## src/rtl/core/lcqt_pkg.sv

```systemverilog
// Shared types and character codes for the line comment quote tokenizer.
package lcqt_pkg;

  // Scanner modes
  typedef enum logic [2:0] {
    MODE_LINE_START = 3'd0,
    MODE_COMMENT    = 3'd1,
    MODE_BETWEEN    = 3'd2,
    MODE_UNQUOTED   = 3'd3,
    MODE_QUOTED     = 3'd4,
    MODE_ESCAPE     = 3'd5
  } mode_t;

  // Character codes
  localparam logic [7:0] CH_SLASH     = 8'h2F;
  localparam logic [7:0] CH_SEMICOLON = 8'h3B;
  localparam logic [7:0] CH_HASH      = 8'h23;
  localparam logic [7:0] CH_QUOTE     = 8'h22;
  localparam logic [7:0] CH_BACKSLASH = 8'h5C;
  localparam logic [7:0] CH_TAB       = 8'h09;
  localparam logic [7:0] CH_CR        = 8'h0D;
  localparam logic [7:0] CH_LF        = 8'h0A;
  localparam logic [7:0] CH_SPACE     = 8'h20;

  // One result item
  typedef struct packed {
    logic       first_on_line;
    logic       has_byte;
    logic       token_last;
    logic [7:0] token_byte;
  } result_t;

endpackage

```

## src/rtl/core/line_comment_quote_tokenizer.sv

```systemverilog
// Top level: byte-per-item tokenizer for comment-aware configuration text.
// Results are registered; one waits in the skid register while m_* is held.
// Throughput: one item per cycle while s_tready is high; the scanner state update is the only loop.
// A two-entry output (result register plus skid register) keeps s_tready up
// while one result waits; s_tready drops only while the skid entry is full.
// Reset (rst, synchronous): line start mode, first flag set, both entries empty.
module line_comment_quote_tokenizer (
  input  logic       clk,
  input  logic       rst,
  input  logic       s_tvalid,
  output logic       s_tready,
  input  logic [7:0] s_tdata,   // [7:0] text_byte
  input  logic       s_tlast,   // end_of_text
  output logic       m_tvalid,
  input  logic       m_tready,
  output logic [7:0] m_tdata,   // [7:0] token_byte
  output logic [1:0] m_tuser,   // [0] has_byte, [1] first_on_line
  output logic       m_tlast    // token_last
);
  import lcqt_pkg::*;

  mode_t   mode;
  mode_t   mode_next;
  mode_t   mode_mid;
  logic    first_pending;
  logic    first_pending_next;
  logic    emit;
  logic    has;
  logic    last;
  logic    in_fire;
  logic    out_fire;
  logic    is_blank;
  logic    is_eol;
  logic    is_cmt;
  result_t res;
  result_t out_reg;
  result_t skid_reg;
  logic    skid_valid;

  assign in_fire  = s_tvalid && s_tready;
  assign out_fire = m_tvalid && m_tready;
  assign s_tready = !skid_valid;

  // Classify the incoming byte
  assign is_blank = (s_tdata == CH_SPACE) || (s_tdata == CH_TAB);
  assign is_eol   = (s_tdata == CH_LF) || (s_tdata == CH_CR);
  assign is_cmt   = (s_tdata == CH_SLASH) || (s_tdata == CH_SEMICOLON) ||
                    (s_tdata == CH_HASH);

  // Next state
  always_comb begin
    mode_mid           = mode;
    first_pending_next = first_pending;
    case (mode)
      MODE_COMMENT: begin
        if (is_eol) mode_mid = MODE_LINE_START;
      end
      MODE_UNQUOTED: begin
        if (is_eol) begin
          mode_mid           = MODE_LINE_START;
          first_pending_next = 1'b1;
        end else if (is_blank) begin
          mode_mid           = MODE_BETWEEN;
          first_pending_next = 1'b0;
        end
      end
      MODE_QUOTED: begin
        if (s_tdata == CH_QUOTE) begin
          mode_mid           = MODE_BETWEEN;
          first_pending_next = 1'b0;
        end else if (s_tdata == CH_BACKSLASH) begin
          mode_mid = MODE_ESCAPE;
        end
      end
      MODE_ESCAPE: begin
        mode_mid = MODE_QUOTED;
      end
      default: begin
        // Line start, between tokens, and unused codes
        if (is_blank) begin
          mode_mid = (mode == MODE_BETWEEN) ? MODE_BETWEEN : MODE_LINE_START;
        end else if (is_eol) begin
          mode_mid           = MODE_LINE_START;
          first_pending_next = 1'b1;
        end else if (mode != MODE_BETWEEN && is_cmt) begin
          mode_mid = MODE_COMMENT;
        end else if (s_tdata == CH_QUOTE) begin
          mode_mid = MODE_QUOTED;
        end else begin
          mode_mid = MODE_UNQUOTED;
        end
      end
    endcase
    mode_next = mode_mid;
    // End of text returns to the reset state
    if (s_tlast) begin
      mode_next          = MODE_LINE_START;
      first_pending_next = 1'b1;
    end
  end

  // Outputs of the scanner
  always_comb begin
    emit = 1'b0;
    has  = 1'b0;
    last = 1'b0;
    case (mode)
      MODE_COMMENT: ;
      MODE_UNQUOTED: begin
        emit = 1'b1;
        if (is_blank || is_eol) last = 1'b1;
        else                    has  = 1'b1;
      end
      MODE_QUOTED: begin
        if (s_tdata == CH_QUOTE) begin
          emit = 1'b1;
          last = 1'b1;
        end else if (s_tdata != CH_BACKSLASH) begin
          emit = 1'b1;
          has  = 1'b1;
        end
      end
      MODE_ESCAPE: begin
        emit = 1'b1;
        has  = 1'b1;
      end
      default: begin
        if (!is_blank && !is_eol && !(mode != MODE_BETWEEN && is_cmt) &&
            s_tdata != CH_QUOTE) begin
          emit = 1'b1;
          has  = 1'b1;
        end
      end
    endcase
    // Close any open token at end of text
    if (s_tlast && (mode_mid == MODE_UNQUOTED || mode_mid == MODE_QUOTED ||
                    mode_mid == MODE_ESCAPE)) begin
      emit = 1'b1;
      last = 1'b1;
    end
    res.token_byte    = has ? s_tdata : 8'd0;
    res.has_byte      = has;
    res.token_last    = last;
    res.first_on_line = first_pending;
  end

  // Scanner state
  always_ff @(posedge clk) begin
    if (rst) begin
      mode          <= MODE_LINE_START;
      first_pending <= 1'b1;
    end else if (in_fire) begin
      mode          <= mode_next;
      first_pending <= first_pending_next;
    end
  end

  // Result register and skid register
  always_ff @(posedge clk) begin
    if (rst) begin
      m_tvalid   <= 1'b0;
      skid_valid <= 1'b0;
    end else if (out_fire || !m_tvalid) begin
      if (skid_valid) begin
        m_tvalid   <= 1'b1;
        skid_valid <= 1'b0;
      end else begin
        m_tvalid <= in_fire && emit;
      end
    end else if (in_fire && emit) begin
      skid_valid <= 1'b1;
    end
  end

  // Payload: load the result register, park in skid when it is held
  always_ff @(posedge clk) begin
    if (out_fire || !m_tvalid) begin
      out_reg <= skid_valid ? skid_reg : res;
    end else if (in_fire && emit) begin
      skid_reg <= res;
    end
  end

  assign m_tdata = out_reg.token_byte;
  assign m_tuser = {out_reg.first_on_line, out_reg.has_byte};
  assign m_tlast = out_reg.token_last;

endmodule

```

## config.mk

```make
export PLATFORM = sky130hd
export DESIGN_NAME = line_comment_quote_tokenizer
export DESIGN_NICKNAME = d
export VERILOG_FILES = /design/src/rtl/core/lcqt_pkg.sv /design/src/rtl/core/line_comment_quote_tokenizer.sv
export SDC_FILE = /design/constraint.sdc
export NUM_CORES = 1
export LEC_CHECK = 0
export BUFFER_PORTS_ARGS = -buffer_cell sky130_fd_sc_hd__buf_2
export CORE_MARGIN = 2
export CORE_UTILIZATION = 56
export CTS_CLUSTER_DIAMETER = 60
export DETAILED_ROUTE_END_ITERATION = 10
export PLACE_DENSITY = 0.79
export SETUP_SLACK_MARGIN = 0.02
export SYNTH_ARGS = -nofsm -noshare
export SYNTH_HDL_FRONTEND = slang
export SYNTH_SLANG_ARGS = --single-unit
```

## constraint.sdc

```tcl
create_clock -name clk -period 3.8 [get_ports clk]
set_clock_uncertainty 0.05 [all_clocks]
set_input_delay 0.19 -clock clk [delete_from_list [all_inputs] [get_ports clk]]
set_output_delay 0.19 -clock clk [all_outputs]
set_load 0.005 [all_outputs]
```

==> results of run 1 <==
-- worst min-delay path by stage --
| stage | slack [ns] | to | cells past startpoint | from |
|---|---|---|---|---|
| floorplan | 0.21 | mode[0] | 1 | rst |
| global placement | 0.35 | mode[2] | 2 | rst |
| detailed placement | 0.35 | mode[2] | 2 | rst |
| CTS | 0.11 | first_pending | 3 | s_tlast |
| global route | 0.13 | first_pending | 3 | s_tlast |
| finish | 0.10 | skid_valid | 4 | m_tready |
-- cell usage after synthesis (2+ instances only) --
cell      count  area (um^2)
buf_2         2         10.0
a21oi_1       2         10.0
a31oi_1       2         12.5
clkbuf_1      4         15.0
o21ai_1       4         20.0
a31o_1        8         70.1
and2_1       18          113
nand2_1       6         22.5
nand3b_1      2         15.0
nor2b_1       5         31.3
o211ai_1      2         15.0
nor2_1       13         48.8
o21ai_0       2         10.0
a211oi_1      2         15.0
nand3_1       5         25.0
nor3b_1       4         30.0
a41oi_1       2         17.5
and3b_1       3         26.3
dfxtp_1       6          120
nand4_1       2         12.5
inv_1         5         18.8
a22oi_1       2         15.0
mux2_2        2         22.5
o211a_1       2         20.0
and4bb_1      2         25.0
edfxtp_1     22          661
nor3_1        3         15.0
a211o_1       2         17.5
-- power groups by stage --
stage	Clock [W]	Combinational, W	Sequential [W]
2_1_floorplan	0	0.0000587	0.000364
3_3_place_gp	0	0.0000897	0.000364
3_5_place_dp	0	0.0000925	0.000365
4_1_cts	0.000173	0.0000935	0.000358
5_1_grt	0.000183	0.000103	0.000360
6_report	0.000175	0.0000936	0.000358
-- worst min-delay path, cell delays in order --
cell	delay (ns)
buf_2	0.08
nor2b_1	0.06
o211ai_1	0.10
nor3_2	0.05
-- layer usage --
| layer | global-route usage | share of wire |
|---|---|---|
| met2 | 0.390 | 0.48 |
| met5 | 0 | 0 |
| met3 | 0.0220 | 0.050 |
| met1 | 0.313 | 0.46 |
| met4 | 0.0897 | 0.0094 |
-- area by class of cell --
| type | instances | area share |
|---|---|---|
| multi-input cells | 116 | 0.440 |
| inverters | 5 | 0.0102 |
| repair buffers | 27 | 0.0776 |
| well taps | 31 | 0.0211 |
| clock buffers | 4 | 0.0259 |
| flip-flops and latches | 28 | 0.425 |
-- logic make-up (layout without fill, tap and decap cells) --
kind of cell           count (synthesis)  count (layout)
multiplexers                           3               3
AND/OR/NAND/NOR                       69              69
buffers and inverters                 13              36
XOR/XNOR                               1               1
flip-flops                            28              28
AO/OA/AOI/OAI                         43              43
-- per-stage QoR --
step | setup WS (ns) | area (um^2)
final | 1.36 | 1840
after global routing | 1.28 | 1840
after CTS | 1.41 | 1840
after detailed placement | 1.45 | 1780
after global placement | 1.47 | 1780
after floorplan | 1.14 | 1650
-- repair_timing --
action / 4_1_cts / 5_1_grt
endpoints found under the setup margin: 0 / 0
endpoints found under the hold margin: 3 / 0
hold buffers: 1 / 0
gates resized for setup: 0 / 0
==> Flow_metrics.wiki, run 1 <==
{| class="wikitable"
! Metric !! Value
|-
| Initial antenna violation count || 0
|-
| Required time worst endpoint || about 3.8 ns
|-
| Post-Place Cells || around 210
|-
| CTS tree || built
|-
| Sequential share of the synthesized area || 0.472
|-
| Minimum period implied by the final worst setup slack || roughly 2.4 ns
|-
| Violation count after the first detailed-route iteration || between 60 and 70
|-
| Post-layout instance count excluding filler cells || between 200 and 250
|-
| Vias per cell || roughly 6.5
|-
| Worst-margin pin slew || 0.516 ns
|-
| CP max FO || 11
|-
| Most common cell after layout, fill and taps aside || buf_2
|-
| Final nets || 194
|-
| Root buffer cell || clkbuf_4
|-
| Number of detailed-routing iterations run before antenna repair || 4
|-
| Setup Viol. Count Final || 0
|-
| Standard-cell row count || 19
|-
| Vias in the first global route || 1282
|-
| RSZ-0062 raised after global routing || false
|-
| Number of flip-flops in the largest register || 11
|-
| Final slew viol count || 0
|-
| Maximum number of pins on one net before global-route repair || 19
|-
| Family with the most delay on the worst path || compound AO/OA/AOI/OAI gates
|-
| Critical path startpoint || mode[1]
|-
| Path length in cells of the critical path || 6
|-
| Diode count || 0
|-
| Final Hold Vio Count || 0
|-
| Final cycle utilization of the critical path || 0.641
|-
| Drc violations || 0
|-
| Depth of the most critical reg-to-reg path || 6
|-
| Crit-path max cell delay || 0.57 ns
|-
| Max_slew headroom || 0.655
|-
| Summed negative setup slack over all endpoints || 0 ns
|-
| DIE WIDTH || between 50 and 60 um
|-
| PnR Total Power || between 0.0006 and 0.0007 W
|-
| Hold Worst Slack || 0.104 ns
|-
| Synth Area in XOR/XNOR || 0.00530
|-
| Combinational family with the most area after synthesis || simple AND/OR/NAND/NOR gates
|-
| GP Congestion || about 0.93
|-
| Synthesis-stage register bit count || 28
|-
| Post-synthesis adder-cell area fraction || 0
|-
| Compound-Gate Fraction of Synth Area || 0.211
|-
| Port-buffer cells || 25
|-
| Power share of the sequential group || 0.571
|-
| Type of the worst setup path || flip-flop to flip-flop
|-
| Result of the run || finished, final reports clean
|-
| Termination of the worst setup path || skid_reg[6]
|-
| Number of max-cap violations || 0
|-
| Basic-gate share of the synthesized area counting and, or, nand and nor cells || 0.254
|-
| Overall via count from detail_route || approximately 1400
|-
| Most frequently used flop master after synthesis || edfxtp_1
|-
| Nature of the critical path endpoint || flip-flop
|-
| Area of the mapped netlist || 1650 um^2
|-
| Destination of the worst register-to-register timing path || skid_reg[6]
|-
| Switching component of the power || roughly 0.00015 W
|-
| Fraction of registers with async set/reset || 0
|-
| List of cells traversed by the critical path || inv_1 > o311ai_1 > nor2_1 > a211o_1 > a211oi_1 > buf_4
|-
| Net switching share of the total power || 0.247
|-
| Leakage || 0.691 nW
|-
| Area inside the core boundary || about 2800 um^2
|-
| Post-CTS repair timing setup buffer count || 0
|-
| Upper clock frequency limit || 0.411 GHz
|-
| Arrival time reported for the critical path endpoint || ~2.4 ns
|-
| Clock slew at reported path FFs || ~0.18 ns
|-
| Total wirelength of the detailed-routed design || ~3800 um
|-
| Die footprint || 3400 um^2
|-
| Most frequent cells in the layout || 25 x buf_2, 22 x edfxtp_1, 18 x and2_1, 13 x nor2_1, 8 x a31o_1
|-
| Crit path buf inv count || 2
|-
| All-Layer GR Usage || 0.233
|-
| Proportion of layout cells with a drive suffix above 1 || 0.206
|-
| Initial cell density of the core || 0.594
|-
| Syn Nets || 170
|-
| Clock group share of total power || 0.280
|-
| FILL cells || ~230
|-
| Half-perimeter wire length after placement || roughly 2800 um
|-
| Die Y || slightly below 60 um
|-
| Ports || 26
|-
| Comb power frac || 0.149
|-
| Number of levels the H-tree was split into || 1
|-
| Antenna Nets Post-Route || 0
|-
| Cts bufs inserted || 3
|-
| Skew-Pair Late Insertion Delay || ~0.35 ns
|-
| Remaining global-route overflow || 0
|-
| Class of the tightest hold or removal check || primary input to flip-flop
|-
| Routed wire per std cell || 18.1 um
|-
| Wire length of the first global-routing pass || around 5900 um
|-
| CTS sink cnt || 28
|-
| Total area of sequential cells || 781 um^2
|-
| Area growth, synth to finish || 11.2%
|-
| Max stage delay cell, worst path || dfxtp_1
|-
| Count of different cell masters after synthesis || 51
|-
| Reg2reg setup slack || between 1 and 1.5 ns
|-
| IR Drop Worst-Case VDD || 0.000239 V
|-
| Areal power density over the cells || around 340 nW/um^2
|-
| Launching element type of the critical path || flip-flop
|-
| Multiplexer area fraction after synthesis || 0.0197
|-
| Avg Cell Area, Syn || between 10 and 15 um^2
|-
| Worst-case clock buffer depth || 2
|-
| Final core area utilization || 0.661
|-
| Number of enable flip-flop cells after synthesis || 22
|-
| Power Internal || about 0.00047 W
|-
| Worst r2r src || mode[1]
|-
| Number of cells produced by synthesis || 157
|-
| Footprint of the multi-input gates || just over 800 um^2
|-
| Yosys warnings || 0
|}
Note: power is estimated with default switching activity, not from simulation.
==> run 2, diff against run 1 <==
==> constraint.sdc (replaced) <==
create_clock -name clk -period 2.5 [get_ports clk]
set_clock_uncertainty 0.05 [all_clocks]
set_input_delay 0.125 -clock clk [delete_from_list [all_inputs] [get_ports clk]]
set_output_delay 0.125 -clock clk [all_outputs]
set_load 0.005 [all_outputs]
==> run 2 against run 1 <==
Fmax is 14% higher. Worst hold slack lost 0.040 ns. Utilization rose by 1.1 points. Wire length decreased by 3.0%. Non-clock buffer count increased by 5. Cell area grew 1.7%. Sequential power increased by 51%. Global-route usage increased by 0.53 points. First-iteration DRC count fell by 7.7%. Die area stayed put. Cell count up 2.4%. Highest routed layer unchanged.
==> Flow_metrics.wiki, run 2 (synthesis results as in run 1) <==
{| class="wikitable"
! Metric !! Value
|-
| Result of the run || finished, final reports clean
|-
| Post-cts resize count || 0 (unchanged)
|-
| Antenna Nets Post-Route || 0 (unchanged)
|-
| Half-perimeter wire length after placement || 2760 um (-0.53%)
|-
| Class of the tightest hold or removal check || primary input to flip-flop
|-
| Root buffer cell || clkbuf_4
|-
| IR Drop Worst-Case VDD || 0.000460 V (+92%)
|-
| Cts bufs inserted || 3 (unchanged)
|-
| Standard-cell row count || 19 (unchanged)
|-
| Area growth, synth to finish || 13.1%
|-
| Most frequent cells in the layout || 25 x buf_2, 22 x edfxtp_1, 18 x and2_1, 13 x nor2_1, 8 x a31o_1
|-
| Family with the most delay on the worst path || compound AO/OA/AOI/OAI gates
|-
| DIE WIDTH || 58.3 um (unchanged)
|-
| Diode count || 0 (unchanged)
|-
| Summed negative setup slack over all endpoints || 0 ns (unchanged)
|-
| All-Layer GR Usage || 0.238 (+0.00529)
|-
| Number of buffers inserted for hold repair after clock tree synthesis || 1 (unchanged)
|-
| Area inside the core boundary || 2780 um^2 (unchanged)
|-
| Crit path buf inv count || 1 (-1)
|-
| Minimum period implied by the final worst setup slack || 2.14 ns (-0.296 ns)
|-
| Initial antenna violation count || 0 (unchanged)
|-
| Type of the worst setup path || flip-flop to flip-flop
|-
| Launching element type of the critical path || flip-flop
|-
| Violation count after the first detailed-route iteration || 60 (-7.7%)
|-
| Drc violations || 0 (unchanged)
|-
| Number of levels the H-tree was split into || 1 (unchanged)
|-
| Routed wire per std cell || 17.1 um (-5.2%)
|-
| PnR Total Power || 0.000911 W (+45%)
|-
| Upper clock frequency limit || 0.467 GHz (+14%)
|-
| Wire length of the first global-routing pass || 6000 um (+0.94%)
|-
| Most common cell after layout, fill and taps aside || buf_2
|-
| Maximum number of pins on one net before global-route repair || 19 (unchanged)
|-
| Max_slew headroom || 0.666 (+0.0116)
|-
| Clock slew at reported path FFs || 0.14 ns (-0.04 ns)
|-
| RSZ-0062 raised after global routing || false
|-
| List of cells traversed by the critical path || o311ai_1 > o32ai_1 > a211o_1 > a211oi_2 > buf_4
|-
| Final core area utilization || 0.672 (+0.0112)
|-
| Max stage delay cell, worst path || o311ai_1
|-
| Setup Viol. Count Final || 0 (unchanged)
|-
| Worst-margin pin slew || 0.500 ns (-0.0161 ns)
|-
| Post-CTS repair timing setup buffer count || 0 (unchanged)
|-
| Areal power density over the cells || 487 nW/um^2 (+43%)
|-
| Nature of the critical path endpoint || flip-flop
|-
| Final cycle utilization of the critical path || 0.856 (+0.215)
|-
| Vias in the first global route || 1276 (-0.47%)
|-
| Final nets || 199 (+2.6%)
|-
| Crit-path max cell delay || 0.46 ns (-0.11 ns)
|-
| Overall via count from detail_route || 1360 (-0.95%)
|-
| Remaining global-route overflow || 0 (unchanged)
|-
| CTS sink cnt || 28 (unchanged)
|-
| Total wirelength of the detailed-routed design || 3700 um (-3.0%)
|-
| Number of detailed-routing iterations run before antenna repair || 4 (unchanged)
|-
| Worst-case clock buffer depth || 2 (unchanged)
|-
| Skew-Pair Late Insertion Delay || 0.32 ns (-0.03 ns)
|-
| CP max FO || 13 (+2)
|-
| GP Congestion || 0.882 (-5.6%)
|-
| Proportion of layout cells with a drive suffix above 1 || 0.232 (+0.0269)
|-
| Die Y || 58.3 um (unchanged)
|-
| Arrival time reported for the critical path endpoint || 2.13 ns (-0.30 ns)
|-
| Number of max-cap violations || 0 (unchanged)
|-
| Die footprint || 3400 um^2 (unchanged)
|-
| Final Hold Vio Count || 0 (unchanged)
|-
| Leakage || 0.711 nW (+2.9%)
|-
| Required time worst endpoint || 2.49 ns (-1.31 ns)
|-
| Ports || 26 (unchanged)
|-
| Reg2reg setup slack || 0.36 ns (-1.00 ns)
|-
| Vias per cell || 6.30 (-3.2%)
|-
| Number of flip-flops in the largest register || 11 (unchanged)
|-
| Final slew viol count || 0 (unchanged)
|-
| CTS tree || built
|-
| Initial cell density of the core || 0.594 (unchanged)
|-
| Port-buffer cells || 25 (unchanged)
|}
[run 2: cell types whose count changed in the layout (fill, tap and decap cells not counted), sizes merged]
| cell | delta |
|---|---|
| buf | +5 |
[run 2: area by class of cell]
type | instances | area [um^2]
well taps | 31 | 38.8
flip-flops and latches | 28 | 781
inverters | 5 | 18.8
clock buffers | 4 | 36.3
multi-input cells | 116 | 815
repair buffers | 32 | 180
fillers | 226 | 912
[run 2: routing by layer]
metal | vias to the layer above | track usage | wire length, um
li1 | 661 | - | -
met1 | 647 | 0.306 | 1600
met4 | 0 | 0.106 | 72
met5 | - | 0 | 0
met3 | 6 | 0.0286 | 159
met2 | 46 | 0.403 | 1870
[run 2: worst register-to-register path: stages (launching register included)]
cell,delay [ns]
dfxtp_1,0.44
o311ai_1,0.46
o32ai_1,0.16
a211o_1,0.31
a211oi_2,0.20
buf_4,0.23
[run 2: power by group]
group	switching [W]	leakage (nW)	total (W)	internal (W)
Combinational	0.0000826	0.429	0.000151	0.0000681
Clock	0.000129	0.0210	0.000219	0.0000891
Sequential	0.00000865	0.261	0.000541	0.000533
Total	0.000221	0.711	0.000911	0.000690
[run 2: per-stage QoR]
stage	area, um^2	hold WS [ns]	cells	setup WS [ns]
2_1_floorplan	1660	0.147	157	0.197
3_3_place_gp	1820	0.294	211	0.438
3_5_place_dp	1820	0.298	211	0.363
4_1_cts	1870	0.0567	216	0.359
5_1_grt	1870	0.0629	216	0.259
6_report	1870	0.0633	216	0.360
[run 2: path summary, 6_finish.rpt]
kind,cells past startpoint,start,end
min,3,s_tlast,first_pending
max reg2reg,5,mode[2],skid_reg[9]
max,5,mode[2],skid_reg[9]
min reg2reg,0,first_pending,skid_reg[10]
==> run 3, diff against run 2 <==
--- a/config.mk
+++ b/config.mk
@@ -7,10 +7,11 @@
 export LEC_CHECK = 0
 export BUFFER_PORTS_ARGS = -buffer_cell sky130_fd_sc_hd__buf_2
 export CORE_MARGIN = 2
-export CORE_UTILIZATION = 56
+export CORE_UTILIZATION = 58
+export CTS_BUF_LIST = sky130_fd_sc_hd__clkbuf_4 sky130_fd_sc_hd__clkbuf_8
 export CTS_CLUSTER_DIAMETER = 60
 export DETAILED_ROUTE_END_ITERATION = 10
-export PLACE_DENSITY = 0.79
+export PLACE_DENSITY = 0.81
 export SETUP_SLACK_MARGIN = 0.02
 export SYNTH_ARGS = -nofsm -noshare
 export SYNTH_HDL_FRONTEND = slang
==> run 3 against run 2 <==
First-iteration DRC count increased by 13%. Cell count decreased by 1.9%. Sequential power about the same. Critical path type unchanged. Power increased by 8.1%.
==> Flow_metrics.wiki, run 3 (synthesis results as in run 1) <==
{| class="wikitable"
! Metric !! Value
|-
| Result of the run || finished, final reports clean
|-
| Arrival time reported for the critical path endpoint || 2.19 ns (+0.06 ns)
|-
| Clock slew at reported path FFs || 0.15 ns (about the same)
|-
| RSZ-0062 raised after global routing || false
|-
| Die Y || 57.4 um (-1.6%)
|-
| Antenna Nets Post-Route || 0 (unchanged)
|-
| Worst-case clock buffer depth || 2 (unchanged)
|-
| Summed negative setup slack over all endpoints || 0 ns (unchanged)
|-
| Overall via count from detail_route || 1363 (+0.22%)
|-
| Initial cell density of the core || 0.605 (+0.0103)
|-
| CTS tree || built
|-
| Number of max-cap violations || 0 (unchanged)
|-
| Final nets || 195 (-2.0%)
|-
| Max_slew headroom || 0.637 (-0.0295)
|-
| Initial antenna violation count || 0 (unchanged)
|-
| Post-Place Cells || 207 (-1.9%)
|-
| GP Congestion || 0.959 (+8.7%)
|-
| Die footprint || 3290 um^2 (-3.2%)
|-
| Total wirelength of the detailed-routed design || 3410 um (-7.8%)
|-
| Final cycle utilization of the critical path || 0.873 (+0.0176)
|-
| Number of levels the H-tree was split into || 1 (unchanged)
|-
| Cts bufs inserted || 3 (unchanged)
|-
| Ports || 26 (unchanged)
|-
| CTS sink cnt || 28 (unchanged)
|-
| Half-perimeter wire length after placement || 2470 um (-11%)
|-
| All-Layer GR Usage || 0.222 (-0.0163)
|-
| Worst r2r src || mode[2]
|-
| Proportion of layout cells with a drive suffix above 1 || 0.221 (-0.0114)
|-
| Type of the worst setup path || flip-flop to flip-flop
|-
| Required time worst endpoint || 2.51 ns (+0.02 ns)
|-
| Minimum period implied by the final worst setup slack || 2.18 ns (+0.0440 ns)
|-
| Final slew viol count || 0 (unchanged)
|-
| DIE WIDTH || 57.4 um (-1.6%)
|-
| Violation count after the first detailed-route iteration || 68 (+13%)
|-
| CP max FO || 13 (unchanged)
|-
| IR Drop Worst-Case VDD || 0.000402 V (-13%)
|-
| Launching element type of the critical path || flip-flop
|-
| Worst-margin pin slew || 0.541 ns (+0.0407 ns)
|-
| List of cells traversed by the critical path || nor2_1 > o221a_1 > a211o_1 > a211oi_2 > buf_4
|-
| Area growth, synth to finish || 12.3%
|-
| Depth of the most critical reg-to-reg path || 5 (unchanged)
|-
| Post-layout instance count excluding filler cells || 212 (-1.9%)
|-
| Setup Viol. Count Final || 0 (unchanged)
|-
| Port-buffer cells || 25 (unchanged)
|-
| Standard-cell row count || 19 (unchanged)
|-
| Reg2reg setup slack || 0.32 ns (-0.04 ns)
|-
| Root buffer cell || clkbuf_4
|-
| Number of detailed-routing iterations run before antenna repair || 4 (unchanged)
|-
| Skew-Pair Late Insertion Delay || 0.33 ns (about the same)
|-
| Area inside the core boundary || 2730 um^2 (-1.7%)
|-
| Most frequent cells in the layout || 25 x buf_2, 22 x edfxtp_1, 18 x and2_1, 13 x nor2_1, 8 x a31o_1
|-
| Termination of the worst setup path || skid_reg[7]
|-
| Most common cell after layout, fill and taps aside || buf_2
|-
| Final Hold Vio Count || 0 (unchanged)
|-
| Vias per cell || 6.43 (+2.1%)
|-
| FILL cells || 218 (-3.5%)
|-
| Crit-path max cell delay || 0.59 ns (+0.13 ns)
|-
| Hold Startpoint || s_tlast
|-
| Routed wire per std cell || 16.1 um (-6.0%)
|-
| Critical path startpoint || mode[2]
|-
| Nature of the critical path endpoint || flip-flop
|-
| Vias in the first global route || 1182 (-7.4%)
|-
| Number of flip-flops in the largest register || 11 (unchanged)
|-
| Leakage || 0.698 nW (-1.8%)
|-
| Wire length of the first global-routing pass || 5710 um (-4.7%)
|-
| Max stage delay cell, worst path || dfxtp_1
|-
| Maximum number of pins on one net before global-route repair || 19 (unchanged)
|-
| Destination of the worst register-to-register timing path || skid_reg[7]
|-
| Areal power density over the cells || 530 nW/um^2 (+8.9%)
|-
| Remaining global-route overflow || 0 (unchanged)
|-
| Diode count || 0 (unchanged)
|-
| Drc violations || 0 (unchanged)
|-
| Upper clock frequency limit || 0.458 GHz (-2.0%)
|-
| Final core area utilization || 0.679 (+0.00711)
|-
| Class of the tightest hold or removal check || primary input to flip-flop
|-
| PnR Total Power || 0.000985 W (+8.1%)
|}
## run 3: cell types whose count changed in the layout (fill, tap and decap cells not counted), sizes merged
cell,delta
buf,-4
clkbuf,-1
bufinv,+1
## run 3: critical path: cells and delay by family, from the launching register on
family                 cells  cell delay (ns)
AOI/OAI and AO/OA          3             0.81
DFF                        1             0.59
and+or+nand+nor            1             0.22
buffers and inverters      1             0.22
## run 3: report_power, final
part           leakage, nW  internal (W)  switching [W]
Combinational        0.409     0.0000639      0.0000785
Sequential           0.261      0.000533      0.0000104
Clock               0.0279      0.000162       0.000137
## run 3: through the flow
stage	cell area, um^2	hold slack [ns]	setup WS [ns]
after floorplan	1660	0.147	0.197
after global placement	1790	0.290	0.360
after detailed placement	1790	0.300	0.264
after CTS	1860	0.0348	0.243
after global routing	1860	0.0464	0.171
final	1860	0.0382	0.316
## run 3: layer usage
layer	track usage	vias to the layer above	share of wire
li1	-	649	-
met1	0.345	642	0.45
met2	0.330	64	0.48
met3	0.0181	8	0.062
met4	0.0698	0	0.013
met5	0	-	0
## run 3: worst min-delay path by stage
| stage | endpoint | slack (ns) | depth (start not counted) |
|---|---|---|---|
| 5_1_grt | first_pending | 0.05 | 3 |
| 4_1_cts | first_pending | 0.03 | 3 |
| 3_3_place_gp | mode[2] | 0.29 | 2 |
| 2_1_floorplan | mode[0] | 0.15 | 1 |
| 6_report | first_pending | 0.04 | 3 |
| 3_5_place_dp | mode[1] | 0.30 | 2 |
## run 3: layout make-up
cell class                 count  area [um^2]  share of cell area
tap                           31         38.8              0.0209
sequential                    28          782               0.421
clock buffer                   3         22.5              0.0121
timing repair buffer          28          150              0.0809
inverter                       5         18.8              0.0101
clock inverter                 1         30.0              0.0162
multi-input combinational    116          815               0.439
## run 3: repair_timing
item,4_1_cts,5_1_grt
setup buffers,0,0
hold buffers,1,0
gates resized for setup,0,1
hold endpoints to repair,3,0
setup endpoints to repair,0,6
